`src/design/bps_pkg.sv`:
```
// ----------------------------------------------------------------------------
// bps_pkg: shared definitions for the bicubic plane scaler
// Plane geometry, field widths, register indexes, controller states and the
// command bundle that runs from the controller to the datapath.
// ----------------------------------------------------------------------------
package bps_pkg;

	localparam int MAX_SOURCE_WIDTH  = 256;
	localparam int MAX_SOURCE_HEIGHT = 256;
	localparam int MAX_DIMENSION     = 8192;

	localparam int COL_W       = $clog2(MAX_SOURCE_WIDTH);
	localparam int ROW_W       = $clog2(MAX_SOURCE_HEIGHT);
	localparam int ADDR_W      = COL_W + ROW_W;
	localparam int PLANE_DEPTH = MAX_SOURCE_WIDTH * MAX_SOURCE_HEIGHT;
	localparam int COORD_W     = $clog2(MAX_DIMENSION);

	localparam int PIX_W      = 8;
	localparam int SIZE_W     = 9;
	localparam int STEP_W     = 19;
	localparam int CFG_IDX_W  = 2;
	localparam int CFG_DATA_W = 19;

	// Source position in Q17, offset by one pixel so it never goes negative.
	localparam int POS_W  = COORD_W + 1 + STEP_W;
	localparam int POS_FB = 17;
	localparam int IDX_W  = POS_W - POS_FB;
	localparam int FRAC_W = 8;

	localparam int WGT_W = 16;
	localparam int ACC_W = 40;

	localparam logic [SIZE_W-1:0] WIDTH_RESET  = SIZE_W'(256);
	localparam logic [SIZE_W-1:0] HEIGHT_RESET = SIZE_W'(256);
	localparam logic [STEP_W-1:0] STEP_RESET   = STEP_W'(21845);

	typedef logic [CFG_IDX_W-1:0] cfg_idx_t;
	localparam cfg_idx_t REG_SOURCE_WIDTH    = 2'd0;
	localparam cfg_idx_t REG_SOURCE_HEIGHT   = 2'd1;
	localparam cfg_idx_t REG_STEP_HORIZONTAL = 2'd2;
	localparam cfg_idx_t REG_STEP_VERTICAL   = 2'd3;

	localparam logic OP_LOAD  = 1'b0;
	localparam logic OP_QUERY = 1'b1;

	localparam logic [3:0] READ_LAST  = 4'd15;
	localparam logic [3:0] DRAIN_LAST = 4'd2;

	typedef enum logic [2:0] {
		ST_IDLE,
		ST_POS,
		ST_WA2,
		ST_WA3,
		ST_READ,
		ST_DRAIN,
		ST_FINISH
	} bps_state_t;

	typedef struct packed {
		logic       capture;
		logic       load_we;
		logic       read_en;
		logic [1:0] tap_row;
		logic [1:0] tap_col;
		logic       acc_clear;
		logic       out_load;
	} bps_cmd_t;

endpackage

```
`src/design/bps_ctrl.sv`:
```
// ----------------------------------------------------------------------------
// bps_ctrl: sequencing controller of the bicubic plane scaler
// Accepts input beats, steps a query through position, weight setup, sixteen
// tap reads and pipeline drain, and owns the output valid flag.
// ----------------------------------------------------------------------------
module bps_ctrl (
	input  logic              clk,
	input  logic              arst_n,
	input  logic              in_valid,
	output logic              in_ready,
	input  logic              operation,
	output logic              out_valid,
	input  logic              out_ready,
	output bps_pkg::bps_cmd_t cmd
);
	import bps_pkg::*;

	bps_state_t state_q, state_d;
	logic [3:0] cnt_q, cnt_d;
	logic       out_valid_q, out_valid_d;

	always_ff @(posedge clk or negedge arst_n) begin
		if (!arst_n) begin
			state_q     <= ST_IDLE;
			cnt_q       <= '0;
			out_valid_q <= 1'b0;
		end else begin
			state_q     <= state_d;
			cnt_q       <= cnt_d;
			out_valid_q <= out_valid_d;
		end
	end

	always_comb begin
		state_d  = state_q;
		cnt_d    = cnt_q;
		cmd      = '0;
		in_ready = 1'b0;
		unique case (state_q)
			ST_IDLE: begin
				in_ready = 1'b1;
				if (in_valid) begin
					if (operation == OP_QUERY) begin
						cmd.capture = 1'b1;
						state_d     = ST_POS;
					end else begin
						cmd.load_we = 1'b1;
					end
				end
			end
			ST_POS: state_d = ST_WA2;
			ST_WA2: state_d = ST_WA3;
			ST_WA3: begin
				cmd.acc_clear = 1'b1;
				cnt_d         = '0;
				state_d       = ST_READ;
			end
			ST_READ: begin
				cmd.read_en = 1'b1;
				cmd.tap_row = cnt_q[3:2];
				cmd.tap_col = cnt_q[1:0];
				if (cnt_q == READ_LAST) begin
					cnt_d   = '0;
					state_d = ST_DRAIN;
				end else begin
					cnt_d = cnt_q + 4'd1;
				end
			end
			ST_DRAIN: begin
				if (cnt_q == DRAIN_LAST) begin
					cnt_d   = '0;
					state_d = ST_FINISH;
				end else begin
					cnt_d = cnt_q + 4'd1;
				end
			end
			ST_FINISH: begin
				// Hold the finished sum until the output register is free.
				if (!out_valid_q || out_ready) begin
					cmd.out_load = 1'b1;
					state_d      = ST_IDLE;
				end
			end
			default: state_d = ST_IDLE;
		endcase
	end

	always_comb begin
		if (cmd.out_load) begin
			out_valid_d = 1'b1;
		end else if (out_ready) begin
			out_valid_d = 1'b0;
		end else begin
			out_valid_d = out_valid_q;
		end
	end

	assign out_valid = out_valid_q;

endmodule

```
`config.mk`:
```
export PLATFORM = sky130hd
export DESIGN_NAME = bps_ctrl
export DESIGN_NICKNAME = d
export VERILOG_FILES = /design/src/design/bps_pkg.sv /design/src/design/bps_ctrl.sv
export SDC_FILE = /design/constraint.sdc
export NUM_CORES = 1
export LEC_CHECK = 0
export BUFFER_PORTS_ARGS = -buffer_cell sky130_fd_sc_hd__buf_2
export CORE_AREA = 4 4 41 43
export DETAILED_ROUTE_END_ITERATION = 6
export DIE_AREA = 0 0 45 47
export PLACE_DENSITY = 0.73
export SLEW_MARGIN = 5
export SYNTH_ARGS = -nofsm -noshare
export SYNTH_HDL_FRONTEND = slang
export SYNTH_SLANG_ARGS = --single-unit
```
`constraint.sdc`:
```
create_clock -name clk -period 2 [get_ports clk]
set_clock_uncertainty 0.15 [all_clocks]
set_input_delay 0.4 -clock clk [delete_from_list [all_inputs] [get_ports clk]]
set_output_delay 0.4 -clock clk [all_outputs]
set_load 0.005 [all_outputs]
```
==> results of run 1 <==
==> worst max-delay path: stages, from the launching register on <==
cell and delay (ns):
dfrtp_1 0.47, nor2b_2 0.29, and3_2 0.21, buf_2 0.10
==> metrics by stage <==
step                      cell area, um^2  worst slack, ns  power (mW)  std cells
after detailed placement              619            0.368       0.683         84
after global routing                  652           0.0234       0.878         88
after CTS                             652            0.128       0.811         88
after global placement                619            0.387       0.683         84
final                                 652            0.129       0.800         88
after floorplan                       556            0.474       0.617         57
==> report_power, final <==
group	switching, mW	total, mW	internal, mW
combinational	0.187	0.376	0.189
sequential	0.0867	0.305	0.218
clock	0.0517	0.120	0.0685
total	0.325	0.800	0.475
==> state kept, by name, summed over array words and instances, names as in the netlist <==
name	count
state_q	3
cnt_q	4
out_valid	1
==> routing by layer <==
layer  part of all wire [%]  GRT usage (%)
met2                     43           16.7
met1                     47           15.7
met3                    6.9           3.45
met4                    3.1           10.5
met5                      0              0
==> cells in the final DEF, fill, tap and decap left out, drive strengths merged, types with 2 or more instances in the layout <==
master   instances
inv              2
nand3            2
nand2            4
and3             5
o211ai           2
o2bb2ai          2
clkbuf           3
o21ai            2
ha               2
a21oi            3
nor2b            2
nor3             3
nor2             3
nand2b           2
dfrtp            8
xor2             2
buf             16
==> kinds of logic (layout without fill, tap and decap cells) <==
group	after synthesis	in the layout	share of synthesized area, %
buf+inv	6	22	8.11
simple gates	26	26	29.1
compound gates	13	13	19.1
flops	8	8	36.0
xor+xnor	2	2	3.15
fa+ha+maj	2	2	4.50
==> how the worst max path moves through the flow <==
stage | end | from | cells past startpoint | slack, ns
finish | cmd[4] | state_q[1]$_DFFE_PN0P_ | 3 | 0.13
global route | cmd[7] | state_q[0]$_DFFE_PN0P_ | 4 | 0.02
detailed placement | cnt_q[1]$_DFFE_PN0P_ | cnt_q[0]$_DFFE_PN0P_ | 5 | 0.37
CTS | cmd[8] | state_q[0]$_DFFE_PN0P_ | 3 | 0.13
floorplan | cnt_q[1]$_DFFE_PN0P_ | cnt_q[0]$_DFFE_PN0P_ | 5 | 0.47
global placement | cnt_q[1]$_DFFE_PN0P_ | cnt_q[0]$_DFFE_PN0P_ | 5 | 0.39
==> area by class of cell <==
cell class              instances  share of cell area (%)
inverters                       2                    1.15
flip-flops and latches          8                    30.7
multi-input cells              43                    47.6
repair buffers                 17                    14.2
clock buffers                   3                    3.45
well taps                      15                    2.88
==> what timing repair did <==
item | 4_1_cts | 5_1_grt
hold endpoints to repair | 8 | 0
setup endpoints to repair | 0 | 0
hold buffers | 1 | 0
gates resized for setup | 0 | 0
==> results.md, run 1 <==
- Status: finished, final reports clean
- Pleak: between 0.3 and 0.4 nW
- Post-route ant nets: 0
- Share of cells above drive strength 1: 37.0%
- DP Wirelength: 817 um
- Startpoint Class: flip-flop
- Total of max-cap violations: 0
- Antenna diode count: 0
- Critical Path RT: between 1 and 1.5 ns
- Final Core Density: 50.1%
- Rows: 13
- Inserted Clock Buffers: 3
- Total number of vias: 463
- Initial antenna violation count: 0
- Starting DRT DRC Count: 5
- IO Count: 16
- Slew @ Worst Pin: 0.377 ns
- Hold Crit Start: out_ready
- # DRC: 0
- Final Routed Wirelength: roughly 1100 um
- Clk_lat worst skew: 0.25 ns
- Worst hold path depth: 3
- Post-synth ARST share: 100%
- Overflow after GRT: 0
- Worst R2R Start: cnt_q[0]$_DFFE_PN0P_
- # Post-CTS Setup Buffers: 0
- Port-buffer cells: 15
- Cells after Synth: 57
- Nets: between 80 and 90
- Top fanout value on the critical path: 10
- Yosys reg bits: 8
- Core footprint: 1300 um^2
- Seq. cell area: around 200 um^2
- RR Endpoint: cnt_q[1]$_DFFE_PN0P_
- Synth Warn #: 0
- GRT Total Usage: 12.2%
- R2r setup slk: 0.36 ns
- Ys flop type: dfrtp_1
- Final hold viol count: 0
- Max Slew Vio Count: 0
- First-pass detailed-route iteration total: 4
- Initial Util: 42.7%
- Hold Path End: out_valid$_DFFE_PN0P_
- CP Capture Type: output port
- Fill cells: 123
- Cell with the most instances after synthesis: dfrtp_1
- Period utilization: between 90 and 100%
- Yosys top cell by area: dfrtp_1
- Vias in the first global route: 415
- Synth-to-layout area growth: 17.3%
- Synth top area cells: dfrtp_1, and3_1, ha_1
- Total die area: 2120 um^2
- Yosys cell types: 31
- Worst reg2reg path depth: 5
- Power Density: 1230 nW/um^2
- Clock period minus worst slack: 1.87 ns
- Post-Syn Area per Cell: around 10 um^2
- Post-DR wirelength/cell: 12.0 um
- Max H-tree Level: 1
- Max clock buf depth: 2
- Worst Path Arrival: about 1.3 ns
- Finish-stage setup viols: 0
- EDFF count, synth: 0
- First-pass GRT wire length: 1740 um
- Root cell of the clock tree: clkbuf_4
- Area of the multi-input gates: 310 um^2
- RSZ-0062 raised after global routing: no
- Max VDD drop: between 0.0005 and 0.0006 V
- Hold WS: around 0.32 ns
- Clock sink count: 8
- Die H: between 40 and 50 um
- Max frequency: 534 MHz
- Clock-pin slew on the worst setup and hold paths: approximately 0.050 ns
- Mapped Area: 556 um^2
- Net Count, Synth: 64
- Kind of critical path: flip-flop to output port
- Drt via density: 5.26
- Die X: 45 um
- Hold crit path type: input port to flip-flop
- GP Congestion: 0.790
- Relative slew slack: 74.8%
- Synth top cells by count: dfrtp_1, and3_1, nand2_1
- Setup tns final: 0 ns
- Largest net degree at the start of global routing: 14
- Top cell type's share of synthesized area: a little over a third
- Sequential-to-total area share from yosys stat: between 30% and 40%
- TritonCTS clock tree: done
No activity file was read; power rests on OpenSTA's default activity.
==> run 2: changes to the inputs <==
--- a/config.mk
+++ b/config.mk
@@ -6,10 +6,10 @@
 export NUM_CORES = 1
 export LEC_CHECK = 0
 export BUFFER_PORTS_ARGS = -buffer_cell sky130_fd_sc_hd__buf_2
-export CORE_AREA = 4 4 41 43
+export CORE_MARGIN = 4
+export CORE_UTILIZATION = 35
 export DETAILED_ROUTE_END_ITERATION = 6
-export DIE_AREA = 0 0 45 47
-export PLACE_DENSITY = 0.73
+export PLACE_DENSITY = 0.65
 export SLEW_MARGIN = 5
 export SYNTH_ARGS = -nofsm -noshare
 export SYNTH_HDL_FRONTEND = slang
==> run 2 against run 1 <==
Sequential power increased by 3%. Total power is 2.7% higher. Worst setup slack got worse by 0.0085 ns. Combinational power grew 2%. Non-clock buffer count rose by 1. Core utilization fell by 6.2 points. Critical path depth unchanged. Wire length is 15% higher. Clock power hardly changed. Maximum frequency down 0.45%. Die area increased by 8.2%. Sequential share of layout area decreased by 0.41 points.
==> results.md, run 2 (synthesized netlist as in run 1, its figures left out) <==
- Status: finished, final reports clean
- Hold crit path type: input port to flip-flop
- GRT Total Usage: 12.6% (+0.38 points)
- Hold Crit Start: out_ready
- Clock-pin slew on the worst setup and hold paths: 0.05 ns (about the same)
- Worst Path Arrival: 1.33 ns (about the same)
- Worst hold path depth: 3 (unchanged)
- Rows: 14 (+1)
- R2r setup slk: 0.39 ns (+0.03 ns)
- Die H: 47.8 um (+1.8%)
- RR Endpoint: cnt_q[1]$_DFFE_PN0P_
- Total die area: 2290 um^2 (+8.2%)
- Top fanout value on the critical path: 13 (+3)
- Nets: 83 (+1.2%)
- Vias in the first global route: 445 (+7.2%)
- Commonest non-fill, non-tap cell in the layout: buf_2
- Max frequency: 532 MHz (-0.45%)
- Kind of critical path: flip-flop to output port
- Inserted Clock Buffers: 3 (unchanged)
- First-pass GRT wire length: 1880 um (+8.3%)
- Synth-to-layout area growth: 18.9%
- Hold Path End: out_valid$_DFFE_PN0P_
- Drt via density: 5.39 (+2.4%)
- GP Congestion: 0.740 (-6.3%)
- Finish-stage setup viols: 0 (unchanged)
- Worst R2R Start: cnt_q[0]$_DFFE_PN0P_
- Finished Cell Area: 661 um^2 (+1.3%)
- First-pass detailed-route iteration total: 4 (unchanged)
- Final hold viol count: 0 (unchanged)
- Slew @ Worst Pin: 0.423 ns (+0.0457 ns)
- Initial Util: 36.9% (-5.8 points)
- Post-route ant nets: 0 (unchanged)
- Share of cells above drive strength 1: 37.8% (+0.85 points)
- Max H-tree Level: 1 (unchanged)
- Pleak: 0.352 nW (+1.5%)
- Critical Path RT: 1.45 ns (about the same)
- Relative slew slack: 71.8% (-3.0 points)
- Slowest-stage cell, CP: dfrtp_1
- Overflow after GRT: 0 (unchanged)
- Power Density: 1240 nW/um^2 (+1.3%)
- Largest net degree at the start of global routing: 14 (unchanged)
- Total number of vias: 485 (+4.8%)
- Clock period minus worst slack: 1.88 ns (+0.00850 ns)
- Setup tns final: 0 ns (unchanged)
- CP Capture Type: output port
- Fill cells: 159 (+29%)
- Total power: 822 uW (+2.7%)
- Antenna diode count: 0 (unchanged)
- Initial antenna violation count: 0 (unchanged)
- Max VDD drop: 0.000386 V (-30%)
- Max Slew Vio Count: 0 (unchanged)
- Core footprint: 1510 um^2 (+16%)
- Final Routed Wirelength: 1210 um (+15%)
- Period utilization: 94.0% (+0.42 points)
- Worst reg2reg path depth: 5 (unchanged)
- Clock sink count: 8 (unchanged)
- Total of max-cap violations: 0 (unchanged)
- IO Count: 16 (unchanged)
- Startpoint Class: flip-flop
- Most frequent cells in the layout: buf_2, dfrtp_1, nand2_1, and3_1
- # DRC: 0 (unchanged)
- TritonCTS clock tree: done
- Root cell of the clock tree: clkbuf_4
- Worst stage delay on the critical path: 0.60 ns (+0.13 ns)
- Critical path cell sequence: inv_1 -> and3_2 -> buf_2
- Port-buffer cells: 15 (unchanged)
- DP Wirelength: 915 um (+12%)
- Max reg flops: 4 (unchanged)
- # Post-CTS Setup Buffers: 0 (unchanged)
- Placed cell areas: 628 um^2 (+1.4%)
- RSZ-0062 raised after global routing: no
- Starting DRT DRC Count: 7 (+2)
- Clk_lat worst skew: 0.25 ns (about the same)
- Max clock buf depth: 2 (unchanged)
- Post-DR wirelength/cell: 13.4 um (+12%)
- Die X: 47.8 um (+6.3%)
- Largest Register: cnt_q
## run 2: cell types whose count changed in the layout (fill, tap and decap cells not counted)
cell / before / now
buf_4: 1 / 2
## run 2: stage by stage
step / hold slack, ns / worst slack (ns) / std cells / util [%]
finish: 0.327 / 0.120 / 90 / 43.9
global route: 0.348 / 0.0450 / 90 / 43.9
CTS: 0.323 / 0.108 / 90 / 43.9
detailed placement: 0.110 / 0.384 / 86 / 41.7
global placement: 0.108 / 0.399 / 86 / 41.7
floorplan: -0.0456 / 0.474 / 57 / -
## run 2: layout make-up
cell class,instances,area (um^2),share of cell area (%)
repair buffers,18,100,15.2
well taps,16,20.0,3.03
clock buffers,3,22.5,3.41
flip-flops and latches,8,200,30.3
multi-input cells,43,310,47.0
inverters,2,7.51,1.14
## run 2: where the power goes
part	leakage (nW)	total, mW	internal [mW]	switching, mW
Sequential	0.105	0.315	0.218	0.0972
Combinational	0.233	0.384	0.199	0.185
Clock	0.0138	0.123	0.0687	0.0545
## run 2: critical path: cells and delay by family, from the launching register on
| family | cells | cell delay [ns] |
|---|---|---|
| buffers and inverters | 2 | 0.28 |
| and+or+nand+nor | 1 | 0.20 |
| DFF | 1 | 0.60 |
## run 2: what timing repair did
item                      4_1_cts  5_1_grt
hold buffers                    1        0
hold endpoints to repair        8        0
resized for setup               0        0
## run 2: worst max path at each step
stage                      startpoint                   end  slack (ns)  depth (start not counted)
3_3_place_gp   state_q[0]$_DFFE_PN0P_                cmd[8]        0.40                          3
5_1_grt        state_q[0]$_DFFE_PN0P_                cmd[4]        0.04                          3
6_report       state_q[0]$_DFFE_PN0P_                cmd[4]        0.12                          3
2_1_floorplan    cnt_q[0]$_DFFE_PN0P_  cnt_q[1]$_DFFE_PN0P_        0.47                          5
4_1_cts        state_q[0]$_DFFE_PN0P_                cmd[4]        0.11                          3
3_5_place_dp   state_q[0]$_DFFE_PN0P_                cmd[4]        0.38                          3
## run 2: per-layer routing
metal / vias up / track usage (%) / wire, um
met4: 0 / 9.68 / 35
met3: 4 / 3.38 / 80
met1: 222 / 14.5 / 520
met2: 18 / 19.5 / 572
li1: 241 / - / -
met5: - / 0 / 0
